===== src/rtl/pdrc_pkg.sv =====
// Shared types, constants and register map of the pileup difference run classifier.
package pdrc_pkg;

  localparam int DEF_COUNT_WIDTH    = 16;
  localparam int DEF_POSITION_WIDTH = 32;

  localparam int RUN_W      = 32;
  localparam int KIND_W     = 3;
  localparam int WINDOW_W   = 56;
  localparam int COVMIN_W   = 16;
  localparam int FRACTION_W = 17;
  localparam int FRAC_BITS  = 16;
  localparam int DATA_W     = 32;
  localparam int ADDR_W     = 4;
  localparam int NUM_BASES  = 5;
  localparam int QUEUE_DEPTH = 4;

  localparam logic [RUN_W-1:0] LEN_MAX = '1;

  // Window byte of the reference base; also the homopolymer reach on each side.
  localparam int REF_BYTE = 3;
  localparam int HP_REACH = 3;

  localparam logic [7:0] BASE_LETTER [NUM_BASES] = '{8'h41, 8'h43, 8'h47, 8'h54, 8'h4E};

  localparam logic [1:0] REG_COVERAGE_FLOOR   = 2'd0;
  localparam logic [1:0] REG_MIN_FRACTION     = 2'd1;
  localparam logic [1:0] REG_SKIP_HOMOPOLYMER = 2'd2;
  localparam logic [1:0] REG_REFERENCE_LENGTH = 2'd3;

  typedef enum logic [KIND_W-1:0] {
    KIND_UNCOVERED   = 3'd0,
    KIND_INSERTION   = 3'd1,
    KIND_DELETION    = 3'd2,
    KIND_MISMATCH    = 3'd3,
    KIND_HOMOPOLYMER = 3'd4,
    KIND_NONE        = 3'd5,
    KIND_CLEAR       = 3'd6
  } kind_t;

  typedef struct packed {
    logic [COVMIN_W-1:0]   coverage_floor;
    logic [FRACTION_W-1:0] min_fraction;
    logic                  skip_homopolymer;
    logic [RUN_W-1:0]      reference_length;
  } cfg_t;

  typedef struct packed {
    logic  is_end;
    logic  gap_valid;
    logic  gap_sat;
    logic  col_valid;
    kind_t col_kind;
  } item_ctl_t;

endpackage


===== src/rtl/pileup_diff_run_classifier_top.sv =====
// Top level of the pileup difference run classifier with its configuration registers.
// Takes one request per clock cycle while in_stall is low. A column request passes
// two front-end pipeline registers (coverage sum, then the fraction-times-coverage
// multiply) and is classified into a four-entry queue; the run builder behind it handles
// a request directly, but one with a gap in positions before a column that adds to a run
// first as a gap step and then as a column step. The result register delivers one result
// per cycle while out_stall is low, so a column that closes two runs delivers them in turn.
// Registers: coverage floor at 0x0, min_fraction at 0x4, skip_homopolymer at 0x8,
// reference_length at 0xC; write them only while the block is idle.
module pileup_diff_run_classifier_top #(
  parameter int COUNT_WIDTH    = pdrc_pkg::DEF_COUNT_WIDTH,
  parameter int POSITION_WIDTH = pdrc_pkg::DEF_POSITION_WIDTH
) (
  input  logic                          clk,
  input  logic                          rst_n,
  input  logic                          psel,
  input  logic                          penable,
  input  logic                          pwrite,
  input  logic [pdrc_pkg::ADDR_W-1:0]   paddr,
  input  logic [pdrc_pkg::DATA_W-1:0]   pwdata,
  output logic [pdrc_pkg::DATA_W-1:0]   prdata,
  output logic                          pready,
  input  logic                          in_valid,
  output logic                          in_stall,
  input  logic                          in_mode,
  input  logic [POSITION_WIDTH-1:0]     in_position,
  input  logic [COUNT_WIDTH-1:0]        in_count_a,
  input  logic [COUNT_WIDTH-1:0]        in_count_c,
  input  logic [COUNT_WIDTH-1:0]        in_count_g,
  input  logic [COUNT_WIDTH-1:0]        in_count_t,
  input  logic [COUNT_WIDTH-1:0]        in_count_n,
  input  logic [COUNT_WIDTH-1:0]        in_deleted_reads,
  input  logic [COUNT_WIDTH-1:0]        in_inserted_reads,
  input  logic [pdrc_pkg::WINDOW_W-1:0] in_ref_window,
  output logic                          out_valid,
  input  logic                          out_stall,
  output logic [pdrc_pkg::RUN_W-1:0]    out_run_start,
  output logic [pdrc_pkg::KIND_W-1:0]   out_run_kind,
  output logic [pdrc_pkg::RUN_W-1:0]    out_run_length,
  output logic                          out_last_result
);
  import pdrc_pkg::*;

  localparam int CTL_W = $bits(item_ctl_t);
  localparam int QW    = CTL_W + POSITION_WIDTH + RUN_W + POSITION_WIDTH;

  cfg_t                      cfg_r;
  logic                      cfg_wr;
  logic [1:0]                reg_idx;

  logic                      q_wr, q_full, q_rd, q_valid;
  item_ctl_t                 f_ctl, h_ctl;
  logic [POSITION_WIDTH-1:0] f_gap_start, f_pos, h_gap_start, h_pos;
  logic [RUN_W-1:0]          f_gap_len, h_gap_len;
  logic [QW-1:0]             q_wdata, q_rdata;

  assign pready  = 1'b1;
  assign cfg_wr  = psel && penable && pwrite;
  assign reg_idx = paddr[3:2];

  always_ff @(posedge clk) begin
    if (!rst_n) begin
      cfg_r <= '0;
    end else if (cfg_wr) begin
      case (reg_idx)
        REG_COVERAGE_FLOOR:   cfg_r.coverage_floor   <= pwdata[COVMIN_W-1:0];
        REG_MIN_FRACTION:     cfg_r.min_fraction     <= pwdata[FRACTION_W-1:0];
        REG_SKIP_HOMOPOLYMER: cfg_r.skip_homopolymer <= pwdata[0];
        REG_REFERENCE_LENGTH: cfg_r.reference_length <= pwdata[RUN_W-1:0];
        default: begin
        end
      endcase
    end
  end

  always_comb begin
    case (reg_idx)
      REG_COVERAGE_FLOOR:   prdata = DATA_W'(cfg_r.coverage_floor);
      REG_MIN_FRACTION:     prdata = DATA_W'(cfg_r.min_fraction);
      REG_SKIP_HOMOPOLYMER: prdata = DATA_W'(cfg_r.skip_homopolymer);
      REG_REFERENCE_LENGTH: prdata = DATA_W'(cfg_r.reference_length);
      default:              prdata = '0;
    endcase
  end

  pdrc_front #(
    .COUNT_WIDTH   (COUNT_WIDTH),
    .POSITION_WIDTH(POSITION_WIDTH)
  ) u_front (
    .clk              (clk),
    .rst_n            (rst_n),
    .cfg              (cfg_r),
    .in_valid         (in_valid),
    .in_stall         (in_stall),
    .in_mode          (in_mode),
    .in_position      (in_position),
    .in_count_a       (in_count_a),
    .in_count_c       (in_count_c),
    .in_count_g       (in_count_g),
    .in_count_t       (in_count_t),
    .in_count_n       (in_count_n),
    .in_deleted_reads (in_deleted_reads),
    .in_inserted_reads(in_inserted_reads),
    .in_ref_window    (in_ref_window),
    .q_wr             (q_wr),
    .q_full           (q_full),
    .q_ctl            (f_ctl),
    .q_gap_start      (f_gap_start),
    .q_gap_len        (f_gap_len),
    .q_pos            (f_pos)
  );

  assign q_wdata = {f_ctl, f_gap_start, f_gap_len, f_pos};

  pdrc_queue #(
    .WIDTH(QW)
  ) u_queue (
    .clk     (clk),
    .rst_n   (rst_n),
    .wr_en   (q_wr),
    .wr_data (q_wdata),
    .full    (q_full),
    .rd_en   (q_rd),
    .rd_valid(q_valid),
    .rd_data (q_rdata)
  );

  assign h_ctl       = item_ctl_t'(q_rdata[QW-1 -: CTL_W]);
  assign h_gap_start = q_rdata[POSITION_WIDTH+RUN_W+POSITION_WIDTH-1 -: POSITION_WIDTH];
  assign h_gap_len   = q_rdata[POSITION_WIDTH+RUN_W-1 -: RUN_W];
  assign h_pos       = q_rdata[POSITION_WIDTH-1:0];

  pdrc_back #(
    .POSITION_WIDTH(POSITION_WIDTH)
  ) u_back (
    .clk            (clk),
    .rst_n          (rst_n),
    .hd_valid       (q_valid),
    .hd_ctl         (h_ctl),
    .hd_gap_start   (h_gap_start),
    .hd_gap_len     (h_gap_len),
    .hd_pos         (h_pos),
    .hd_pop         (q_rd),
    .out_valid      (out_valid),
    .out_stall      (out_stall),
    .out_run_start  (out_run_start),
    .out_run_kind   (out_run_kind),
    .out_run_length (out_run_length),
    .out_last_result(out_last_result)
  );

endmodule


===== src/rtl/pdrc_front.sv =====
// Front end: gap detection, coverage, proportion tests and column classification.
module pdrc_front #(
  parameter int COUNT_WIDTH    = pdrc_pkg::DEF_COUNT_WIDTH,
  parameter int POSITION_WIDTH = pdrc_pkg::DEF_POSITION_WIDTH
) (
  input  logic                          clk,
  input  logic                          rst_n,
  input  pdrc_pkg::cfg_t                cfg,
  input  logic                          in_valid,
  output logic                          in_stall,
  input  logic                          in_mode,
  input  logic [POSITION_WIDTH-1:0]     in_position,
  input  logic [COUNT_WIDTH-1:0]        in_count_a,
  input  logic [COUNT_WIDTH-1:0]        in_count_c,
  input  logic [COUNT_WIDTH-1:0]        in_count_g,
  input  logic [COUNT_WIDTH-1:0]        in_count_t,
  input  logic [COUNT_WIDTH-1:0]        in_count_n,
  input  logic [COUNT_WIDTH-1:0]        in_deleted_reads,
  input  logic [COUNT_WIDTH-1:0]        in_inserted_reads,
  input  logic [pdrc_pkg::WINDOW_W-1:0] in_ref_window,
  output logic                          q_wr,
  input  logic                          q_full,
  output pdrc_pkg::item_ctl_t           q_ctl,
  output logic [POSITION_WIDTH-1:0]     q_gap_start,
  output logic [pdrc_pkg::RUN_W-1:0]    q_gap_len,
  output logic [POSITION_WIDTH-1:0]     q_pos
);
  import pdrc_pkg::*;

  localparam int CVW = COUNT_WIDTH + 3;
  localparam int PRW = CVW + FRACTION_W;
  localparam int DW  = (POSITION_WIDTH > RUN_W) ? POSITION_WIDTH : RUN_W;
  localparam int HW  = DW + 1;
  localparam int MCW = (CVW > COVMIN_W) ? CVW : COVMIN_W;

  function automatic logic passes(input logic [COUNT_WIDTH-1:0] cnt,
                                  input logic [PRW-1:0] prod);
    passes = PRW'({cnt, {FRAC_BITS{1'b0}}}) >= prod;
  endfunction

  logic                      adv1, adv2, acc;
  logic                      v1_r, v2_r;
  logic [POSITION_WIDTH:0]   ne_r;
  logic [POSITION_WIDTH:0]   pos_ext;
  logic [POSITION_WIDTH-1:0] diff;
  logic [DW-1:0]             diff_ext;
  logic                      gap, gap_sat;
  logic [CVW-1:0]            cov;

  logic                      r1_mode, r1_gap, r1_gap_sat;
  logic [POSITION_WIDTH-1:0] r1_pos, r1_gap_start;
  logic [RUN_W-1:0]          r1_gap_len;
  logic [COUNT_WIDTH-1:0]    r1_cnt [NUM_BASES];
  logic [COUNT_WIDTH-1:0]    r1_del, r1_ins;
  logic [WINDOW_W-1:0]       r1_win;
  logic [CVW-1:0]            r1_cov;

  logic                      r2_mode, r2_gap, r2_gap_sat;
  logic [POSITION_WIDTH-1:0] r2_pos, r2_gap_start;
  logic [RUN_W-1:0]          r2_gap_len;
  logic [COUNT_WIDTH-1:0]    r2_cnt [NUM_BASES];
  logic [COUNT_WIDTH-1:0]    r2_del, r2_ins;
  logic [WINDOW_W-1:0]       r2_win;
  logic [PRW-1:0]            r2_prod;
  logic                      r2_low, r2_fwd, r2_bwd;

  logic                      hp, mism;
  logic [7:0]                ref_base;

  assign q_wr     = v2_r && !q_full;
  assign adv2     = !v2_r || !q_full;
  assign adv1     = !v1_r || adv2;
  assign in_stall = !adv1;
  assign acc      = in_valid && adv1;

  assign pos_ext  = {1'b0, in_position};
  assign gap      = !in_mode && (pos_ext > ne_r);
  assign diff     = in_position - ne_r[POSITION_WIDTH-1:0];
  assign diff_ext = DW'(diff);
  assign gap_sat  = diff_ext > DW'(LEN_MAX);
  assign cov      = CVW'(in_count_a) + CVW'(in_count_c) + CVW'(in_count_g)
                  + CVW'(in_count_t) + CVW'(in_count_n) + CVW'(in_deleted_reads);

  always_ff @(posedge clk) begin
    if (!rst_n) begin
      v1_r <= 1'b0;
      v2_r <= 1'b0;
      ne_r <= '0;
    end else begin
      if (adv2) begin
        v2_r <= v1_r;
      end
      if (adv1) begin
        v1_r <= in_valid;
      end
      if (acc) begin
        ne_r <= in_mode ? '0 : pos_ext + 1'b1;
      end
    end
  end

  always_ff @(posedge clk) begin
    if (acc) begin
      r1_mode      <= in_mode;
      r1_gap       <= gap;
      r1_gap_sat   <= gap_sat;
      r1_pos       <= in_position;
      r1_gap_start <= ne_r[POSITION_WIDTH-1:0];
      r1_gap_len   <= gap_sat ? LEN_MAX : diff_ext[RUN_W-1:0];
      r1_cnt[0]    <= in_count_a;
      r1_cnt[1]    <= in_count_c;
      r1_cnt[2]    <= in_count_g;
      r1_cnt[3]    <= in_count_t;
      r1_cnt[4]    <= in_count_n;
      r1_del       <= in_deleted_reads;
      r1_ins       <= in_inserted_reads;
      r1_win       <= in_ref_window;
      r1_cov       <= cov;
    end
    if (adv2 && v1_r) begin
      r2_mode      <= r1_mode;
      r2_gap       <= r1_gap;
      r2_gap_sat   <= r1_gap_sat;
      r2_pos       <= r1_pos;
      r2_gap_start <= r1_gap_start;
      r2_gap_len   <= r1_gap_len;
      r2_cnt       <= r1_cnt;
      r2_del       <= r1_del;
      r2_ins       <= r1_ins;
      r2_win       <= r1_win;
      r2_prod      <= PRW'(cfg.min_fraction) * PRW'(r1_cov);
      r2_low       <= (r1_cov == '0) || (MCW'(r1_cov) < MCW'(cfg.coverage_floor));
      r2_fwd       <= (HW'(r1_pos) + HW'(HP_REACH)) < HW'(cfg.reference_length);
      r2_bwd       <= r1_pos >= POSITION_WIDTH'(HP_REACH);
    end
  end

  assign ref_base = r2_win[8*REF_BYTE +: 8];

  always_comb begin
    hp = (r2_fwd && r2_win[39:32] == r2_win[47:40] && r2_win[39:32] == r2_win[55:48])
      || (r2_bwd && r2_win[23:16] == r2_win[15:8] && r2_win[23:16] == r2_win[7:0]);
    mism = 1'b0;
    for (int k = 0; k < NUM_BASES; k++) begin
      if (BASE_LETTER[k] != ref_base && passes(r2_cnt[k], r2_prod)) begin
        mism = 1'b1;
      end
    end
    q_ctl           = '0;
    q_ctl.is_end    = r2_mode;
    q_ctl.gap_valid = r2_gap;
    q_ctl.gap_sat   = r2_gap_sat;
    q_ctl.col_kind  = KIND_UNCOVERED;
    if (!r2_mode) begin
      if (r2_low) begin
        q_ctl.col_valid = 1'b1;
        q_ctl.col_kind  = KIND_UNCOVERED;
      end else if (passes(r2_del, r2_prod)) begin
        q_ctl.col_valid = hp ? !cfg.skip_homopolymer : 1'b1;
        q_ctl.col_kind  = hp ? KIND_HOMOPOLYMER : KIND_INSERTION;
      end else if (mism) begin
        q_ctl.col_valid = 1'b1;
        q_ctl.col_kind  = KIND_MISMATCH;
      end else if (passes(r2_ins, r2_prod)) begin
        q_ctl.col_valid = hp ? !cfg.skip_homopolymer : 1'b1;
        q_ctl.col_kind  = hp ? KIND_HOMOPOLYMER : KIND_DELETION;
      end
    end
  end

  assign q_gap_start = r2_gap_start;
  assign q_gap_len   = r2_gap_len;
  assign q_pos       = r2_pos;

endmodule


===== src/rtl/pdrc_queue.sv =====
// Small register queue between the classifying front end and the run builder.
module pdrc_queue #(
  parameter int WIDTH = 8
) (
  input  logic             clk,
  input  logic             rst_n,
  input  logic             wr_en,
  input  logic [WIDTH-1:0] wr_data,
  output logic             full,
  input  logic             rd_en,
  output logic             rd_valid,
  output logic [WIDTH-1:0] rd_data
);
  import pdrc_pkg::*;

  localparam int PTR_W = (QUEUE_DEPTH > 1) ? $clog2(QUEUE_DEPTH) : 1;
  localparam int CNT_W = $clog2(QUEUE_DEPTH + 1);

  logic [WIDTH-1:0] mem_r [QUEUE_DEPTH];
  logic [PTR_W-1:0] wr_ptr_r, rd_ptr_r;
  logic [CNT_W-1:0] count_r;
  logic             do_wr, do_rd;

  assign full     = count_r == CNT_W'(QUEUE_DEPTH);
  assign rd_valid = count_r != '0;
  assign rd_data  = mem_r[rd_ptr_r];
  assign do_wr    = wr_en && !full;
  assign do_rd    = rd_en && rd_valid;

  always_ff @(posedge clk) begin
    if (!rst_n) begin
      wr_ptr_r <= '0;
      rd_ptr_r <= '0;
      count_r  <= '0;
    end else begin
      if (do_wr) begin
        wr_ptr_r <= (wr_ptr_r == PTR_W'(QUEUE_DEPTH - 1)) ? '0 : wr_ptr_r + 1'b1;
      end
      if (do_rd) begin
        rd_ptr_r <= (rd_ptr_r == PTR_W'(QUEUE_DEPTH - 1)) ? '0 : rd_ptr_r + 1'b1;
      end
      if (do_wr && !do_rd) begin
        count_r <= count_r + 1'b1;
      end else if (do_rd && !do_wr) begin
        count_r <= count_r - 1'b1;
      end
    end
  end

  always_ff @(posedge clk) begin
    if (do_wr) begin
      mem_r[wr_ptr_r] <= wr_data;
    end
  end

endmodule


===== src/rtl/pdrc_back.sv =====
// Run builder: merges classified columns and gaps into runs and drives the result register.
module pdrc_back #(
  parameter int POSITION_WIDTH = pdrc_pkg::DEF_POSITION_WIDTH
) (
  input  logic                        clk,
  input  logic                        rst_n,
  input  logic                        hd_valid,
  input  pdrc_pkg::item_ctl_t         hd_ctl,
  input  logic [POSITION_WIDTH-1:0]   hd_gap_start,
  input  logic [pdrc_pkg::RUN_W-1:0]  hd_gap_len,
  input  logic [POSITION_WIDTH-1:0]   hd_pos,
  output logic                        hd_pop,
  output logic                        out_valid,
  input  logic                        out_stall,
  output logic [pdrc_pkg::RUN_W-1:0]  out_run_start,
  output logic [pdrc_pkg::KIND_W-1:0] out_run_kind,
  output logic [pdrc_pkg::RUN_W-1:0]  out_run_length,
  output logic                        out_last_result
);
  import pdrc_pkg::*;

  localparam int DW = (POSITION_WIDTH > RUN_W) ? POSITION_WIDTH : RUN_W;
  localparam int AW = DW + 1;

  logic                      open_valid_r, col_seen_r, phase_r;
  logic [POSITION_WIDTH-1:0] open_start_r;
  kind_t                     open_kind_r;
  logic [RUN_W-1:0]          open_length_r;

  logic                      out_valid_r, out_last_r;
  logic [RUN_W-1:0]          out_start_r, out_length_r;
  kind_t                     out_kind_r;

  logic                      step_gap, st_active, merge, len_sat, emit, go, out_free;
  logic                      end_ok, col_emits, last;
  logic [POSITION_WIDTH-1:0] st_start;
  kind_t                     st_kind;
  logic [RUN_W-1:0]          st_len, merged_len;
  logic [RUN_W:0]            len_sum;
  logic [AW-1:0]             end_sum;
  logic [RUN_W-1:0]          em_start, em_length;
  kind_t                     em_kind;

  assign step_gap  = hd_ctl.gap_valid && !phase_r && !hd_ctl.is_end;
  assign st_start  = step_gap ? hd_gap_start : hd_pos;
  assign st_kind   = step_gap ? KIND_UNCOVERED : hd_ctl.col_kind;
  assign st_len    = step_gap ? hd_gap_len : RUN_W'(1);
  assign st_active = step_gap || hd_ctl.col_valid;

  assign end_sum    = AW'(open_start_r) + AW'(open_length_r);
  assign merge      = open_valid_r && open_kind_r == st_kind && end_sum == AW'(st_start);
  assign len_sum    = {1'b0, open_length_r} + {1'b0, st_len};
  assign len_sat    = len_sum[RUN_W];
  assign merged_len = len_sat ? LEN_MAX : len_sum[RUN_W-1:0];

  assign emit     = hd_valid && (hd_ctl.is_end || (st_active && open_valid_r && !merge));
  assign out_free = !out_valid_r || !out_stall;
  assign go       = hd_valid && (!emit || out_free);
  assign hd_pop   = go && !(step_gap && hd_ctl.col_valid);

  // After a gap step the open run is uncovered and ends at the column unless its length saturated.
  assign end_ok    = merge ? !len_sat : !hd_ctl.gap_sat;
  assign col_emits = hd_ctl.col_valid && !(hd_ctl.col_kind == KIND_UNCOVERED && end_ok);
  assign last      = hd_ctl.is_end || !step_gap || !col_emits;

  always_comb begin
    em_start  = RUN_W'(open_start_r);
    em_kind   = open_kind_r;
    em_length = open_length_r;
    if (hd_ctl.is_end && !open_valid_r) begin
      em_start  = '0;
      em_kind   = col_seen_r ? KIND_CLEAR : KIND_NONE;
      em_length = '0;
    end
  end

  always_ff @(posedge clk) begin
    if (!rst_n) begin
      open_valid_r  <= 1'b0;
      open_start_r  <= '0;
      open_kind_r   <= KIND_UNCOVERED;
      open_length_r <= '0;
      col_seen_r    <= 1'b0;
      phase_r       <= 1'b0;
      out_valid_r   <= 1'b0;
    end else begin
      if (go) begin
        if (hd_ctl.is_end) begin
          open_valid_r  <= 1'b0;
          open_start_r  <= '0;
          open_kind_r   <= KIND_UNCOVERED;
          open_length_r <= '0;
          col_seen_r    <= 1'b0;
        end else begin
          col_seen_r <= 1'b1;
          if (st_active) begin
            if (merge) begin
              open_length_r <= merged_len;
            end else begin
              open_valid_r  <= 1'b1;
              open_start_r  <= st_start;
              open_kind_r   <= st_kind;
              open_length_r <= st_len;
            end
          end
        end
        phase_r <= step_gap && hd_ctl.col_valid;
      end
      if (go && emit) begin
        out_valid_r <= 1'b1;
      end else if (!out_stall) begin
        out_valid_r <= 1'b0;
      end
    end
  end

  always_ff @(posedge clk) begin
    if (go && emit) begin
      out_start_r  <= em_start;
      out_kind_r   <= em_kind;
      out_length_r <= em_length;
      out_last_r   <= last;
    end
  end

  assign out_valid       = out_valid_r;
  assign out_run_start   = out_start_r;
  assign out_run_kind    = out_kind_r;
  assign out_run_length  = out_length_r;
  assign out_last_result = out_last_r;

endmodule


===== config.mk =====
export PLATFORM = sky130hd
export DESIGN_NAME = pileup_diff_run_classifier_top
export DESIGN_NICKNAME = d
export VERILOG_FILES = /design/src/rtl/pdrc_pkg.sv /design/src/rtl/pileup_diff_run_classifier_top.sv /design/src/rtl/pdrc_front.sv /design/src/rtl/pdrc_queue.sv /design/src/rtl/pdrc_back.sv
export SDC_FILE = /design/constraint.sdc
export NUM_CORES = 2
export LEC_CHECK = 0
export ABC_AREA = 1
export BUFFER_PORTS_ARGS = -buffer_cell sky130_fd_sc_hd__buf_2
export CORE_ASPECT_RATIO = 0.8
export CORE_MARGIN = 5
export CORE_UTILIZATION = 35
export DETAILED_ROUTE_END_ITERATION = 10
export HOLD_SLACK_MARGIN = 0.02
export PLACE_DENSITY = 0.5
export SYNTH_ARGS = -nofsm -noshare
export SYNTH_HDL_FRONTEND = slang
export SYNTH_HIERARCHICAL = 1
export SYNTH_SLANG_ARGS = --single-unit

===== constraint.sdc =====
create_clock -name clk -period 20.8 [get_ports clk]
set_clock_uncertainty 0.2 [all_clocks]
set_input_delay 0 -clock clk [delete_from_list [all_inputs] [get_ports clk]]
set_output_delay 0 -clock clk [all_outputs]
set_load 0.1 [all_outputs]

==> results.md <==
Critical path:
- The path length in cells of the critical path is 20.
- The flop-to-flop setup slack is 14.09 ns.
- The most frequent cell on the critical path is sky130_fd_sc_hd__fa_1.
- The type of the setup path with the least slack is reg -> reg.
- In this run the critical register-to-register path is captured at u_front/r2_prod[30]$_DFFE_PP_.
- In this run the worst setup path terminates at u_front/r2_prod[30]$_DFFE_PP_.
- The buffering stage count on the worst path with inverters included is 3.
- The critical path arrival is 7.02 ns.
- Counting cells, the worst reg-to-reg path comes to 20.
- In this run the worst setup path begins at cfg_r[44]$_SDFFE_PN0P_.
- The launch point of the worst reg-to-reg path is cfg_r[44]$_SDFFE_PN0P_.
- Among all stages on the critical path, the largest delay is contributed by sky130_fd_sc_hd__dfxtp_1.
- The largest fanout of any net on the critical path is 21.
- For the worst setup path, the data required time is 21.11 ns.
- The peak per-stage delay on the critical path is 1.09 ns.
- The cell type group with the largest total delay on the critical path is adder cells.
- The critical path goes through nand2_1 > fa_1 > inv_1 > fa_1 > fa_1 > fa_1 > fa_1 > inv_1 > fa_1 > inv_1 > ha_1 > nand2_1 > nor2_1 > nand4_1 > o21ai_2 > a21oi_1 > o21ai_1 > nand2_1 > nand3_1 > nand2_1.
- The startpoint type of the worst setup path is a flop.
- The sort of element at the end of the critical path is a flop.

Timing:
- Setup repair after global routing left no endpoint under its margin.
- The relative max-transition margin is 0.204.
- Dividing the final minimum period by the clock period gives 0.323.
- The post-route setup TNS is 0 ns.
- For the finished layout, the period the worst path requires is 6.71 ns.
- The final count of hold timing violations is 0.
- The number of max-slew violations in the final report is 0.
- The total of endpoints with negative setup slack in the final report is 0.
- The fmax is 0.149 GHz.
- At the pin with the least slew margin, the transition time is 1.19 ns.

Drt:
- The post-route DRC violation count is 0.
- The via total after detailed routing is 53000.
- The first TritonRoute pass finished after 6 iterations.
- The detail route stage leaves a number of antenna-violating nets equal to 0.
- The number of design-rule violations left by the first detailed-router iteration is 3913.
- After detailed routing, the total wire length is 220000 µm.
- Dividing the detail-routed wire length by the instance count gives 20.1 µm.
- The post-detailed-route via-to-cell ratio is 4.85.

Status:
- The run finished with clean final reports.

Power:
- Dividing total power by cell area gives a power density of 108 mW/mm².
- The worst ir drop on vdd is 0.000161 V.
- The leakage dissipation is 36.3 nW.

Clock network:
- Counting every sink on the clock net gives 1251.
- The H-tree depth is 4.
- The clock reaches the later pin of the worst-skew pair after 0.79 ns.
- The maximum clock path buffer count is 3.
- CTS placed an instance of sky130_fd_sc_hd__clkbuf_16 at the clock tree root.
- The number of clock buffers inserted by TritonCTS is 137.
- Clock-pin slew was measured on the worst setup and hold paths at 0.06 ns.
- TritonCTS built the clock tree.

Synth:
- The portion of the post-synthesis area used by sequential elements is 0.504.
- Of the post-synthesis cell area, the dominant cell type holds 0.453.
- The unique cell type count in the Yosys netlist is 70.
- The total number of yosys warnings is 6.
- The cell accounting for the most synthesized area is sky130_fd_sc_hd__edfxtp_1.
- The largest family of logic cells by synthesized area is simple AND/OR/NAND/NOR gates.
- A synthesized cell averages 9.69 µm².
- Of the total synthesized cell area, the portion taken by full adders, half adders and majority gates is 0.159.
- The mapped cell area is 0.0710 mm².
- The number of nets handed over by synthesis was 8281.
- The fraction of synthesis flops using an asynchronous set or reset pin is 0.
- After synthesis the netlist holds a flip-flop and latch count of 1251.
- After synthesis, the cell types taking the most area are sky130_fd_sc_hd__edfxtp_1 45%, sky130_fd_sc_hd__fa_1 9.1%, sky130_fd_sc_hd__nand2_1 7.9%.
- Of the total synthesized cell area, the portion taken by XOR and XNOR cells is 0.0178.
- Ranked by instance count, the synthesized netlist is headed by 1496 x sky130_fd_sc_hd__nand2_1, 1146 x sky130_fd_sc_hd__inv_1, 1070 x sky130_fd_sc_hd__edfxtp_1.
- The most common cell in the synthesized netlist is sky130_fd_sc_hd__nand2_1.
- The synthesized-area fraction occupied by ao, oa, aoi and oai cells is 0.0698.
- The multiplexer share of the synthesized area is 0.
- The count of flip-flops with a built-in enable after synthesis is 1070.
- The number of standard cells after synthesis is 7326.
- The top flip-flop cell by instance count after synthesis is sky130_fd_sc_hd__edfxtp_1.
- Of the total synthesized cell area, the portion taken by AND, OR, NAND and NOR gates is 0.170.

Final layout:
- The net count reported at finish is 9097.
- The finished layout holds 10900 standard cells, fillers aside.
- The number of filler cells placed in the layout is 19500.
- The fraction of final layout cells sized beyond drive strength 1 is 0.0870.
- Compared with the post-synthesis result, the final layout area differs by 19.9%.

Floorplanning:
- The area of the core is 0.201 mm².
- The die width is 514 µm.
- The y dimension of the die is 413 µm.
- For this configuration, the core starts out at a cell density of 0.353.
- During I/O placement, the number of pins put on the boundary was 347.
- The number of core rows is 147.
- The floorplan die area is 0.212 mm².

Global route:
- The number of antenna violations at the first check in global routing was 20.
- The overall fraction of global-route tracks in use is 0.206.
- The number of global-route vias before repair was 53700.
- Entering global routing, the biggest net connects 116 pins.
- The first global-routing pass estimated 333000 µm of wire.
- After global routing the overflow that remains totals 0.

Hold path:
- The worst hold path passes through 6 cells.
- The kind of path behind the tightest hold check is in -> reg.

Placement:
- After detailed placement, the design holds a cell count of 10200.
- The HPWL after detailed placement is 160000 µm.
- Routability-driven placement finished with a final weighted congestion of 0.913.
- Port buffering added 343 buffers.

Job:
- The tool flagged a number of max-cap violations equal to 0.
==> area by class of cell <==
class,count,area (µm²),area share
flip-flops and latches,1251,35800,0.420
multi-input cells,4668,29700,0.349
repair buffers,923,7340,0.0862
inverters,1161,4370,0.0513
clock buffers,174,3640,0.0427
well taps,2682,3360,0.0394
clock inverters,74,916,0.0108
diodes,9,22.5,0.000265
==> logic make-up after synthesis <==
kind of cell | Yosys count
AO/OA/AOI/OAI | 891
flip-flops | 1251
adder cells (fa/ha/maj) | 711
other | 2
XOR/XNOR | 144
buffers and inverters | 1407
AND/OR/NAND/NOR | 2920
==> power by group <==
group / total [mW] / internal (mW) / switching (mW)
logic: 3.52 / 0.968 / 2.55
clock network: 2.45 / 1.38 / 1.07
registers: 3.20 / 3.03 / 0.167
total: 9.17 / 5.38 / 3.79
==> worst min-delay path by stage <==
stage                                         end                 start
finish                     cfg_r[10]$_SDFFE_PN0P_            pwdata[10]
CTS                 u_front/ne_r[31]$_SDFFE_PN0P_               in_mode
global placement     u_front/r1_win[40]$_DFFE_PP_     in_ref_window[40]
detailed placement    u_front/r1_ins[8]$_DFFE_PP_  in_inserted_reads[8]
floorplan             u_front/r1_cnt[0]$_DFFE_PP_         in_count_n[0]
global route                cfg_r[8]$_SDFFE_PN0P_             pwdata[8]
==> layer usage <==
layer,track usage,wire (µm),share of wire,vias up
met3,0.0250,10300,0.047,318
met1,0.272,96300,0.44,25700
met4,0.0771,8800,0.040,0
met5,0,0,0,-
met2,0.349,105000,0.48,1371
li1,-,-,-,25700
==> placed cells by master (no fill, tap or decap), types with 278 or more instances in the layout <==
cell type,synthesis,final
sky130_fd_sc_hd__nand2_1,1496,1495
sky130_fd_sc_hd__dlygate4sd3_1,0,507
sky130_fd_sc_hd__buf_2,46,342
sky130_fd_sc_hd__nor2_1,877,869
sky130_fd_sc_hd__nand3_1,278,278
sky130_fd_sc_hd__ha_1,389,389
sky130_fd_sc_hd__inv_1,1146,1143
sky130_fd_sc_hd__a21oi_1,309,307
sky130_fd_sc_hd__edfxtp_1,1070,1070
sky130_fd_sc_hd__o21ai_0,323,323
sky130_fd_sc_hd__fa_1,322,322
==> what timing repair did <==
| action | CTS | global route |
|---|---|---|
| endpoints found under the hold margin | 419 | 0 |
| setup buffers | 0 | 0 |
| resized for setup | 0 | 0 |
| hold buffers | 507 | 0 |
| endpoints found under the setup margin | 0 | 0 |
==> tightest hold or removal path, delay by kind of cell <==
kind          cells  cell delay, ns
buf+inv           3            0.76
simple gates      3            0.22
==> registers in the layout, indices dropped and copies added (netlist names), 33 cells and up, named ones only <==
signal	count
cfg_r	66
u_front/ne_r	33
u_front/r1_cnt	80
u_front/r1_win	56
u_front/r2_cnt	80
u_front/r2_prod	36
u_front/r2_win	56
u_queue/mem_r	412
==> per-stage QoR <==
step | utilization | setup slack, ns | power [mW] | area (µm²) | hold WS, ns
final | 0.423 | 14.09 | 9.17 | 85100 | 0.0435
after global routing | 0.423 | 13.69 | 9.74 | 85100 | 0.0520
after CTS | 0.423 | 14.06 | 9.28 | 85100 | 0.0226
after detailed placement | 0.375 | 14.08 | 6.72 | 75500 | -0.0219
after global placement | 0.375 | 14.13 | 6.70 | 75500 | -0.0228
after floorplan | - | 4.25 | 5.64 | 71000 | -0.101
(Power assumes the default switching activity.)
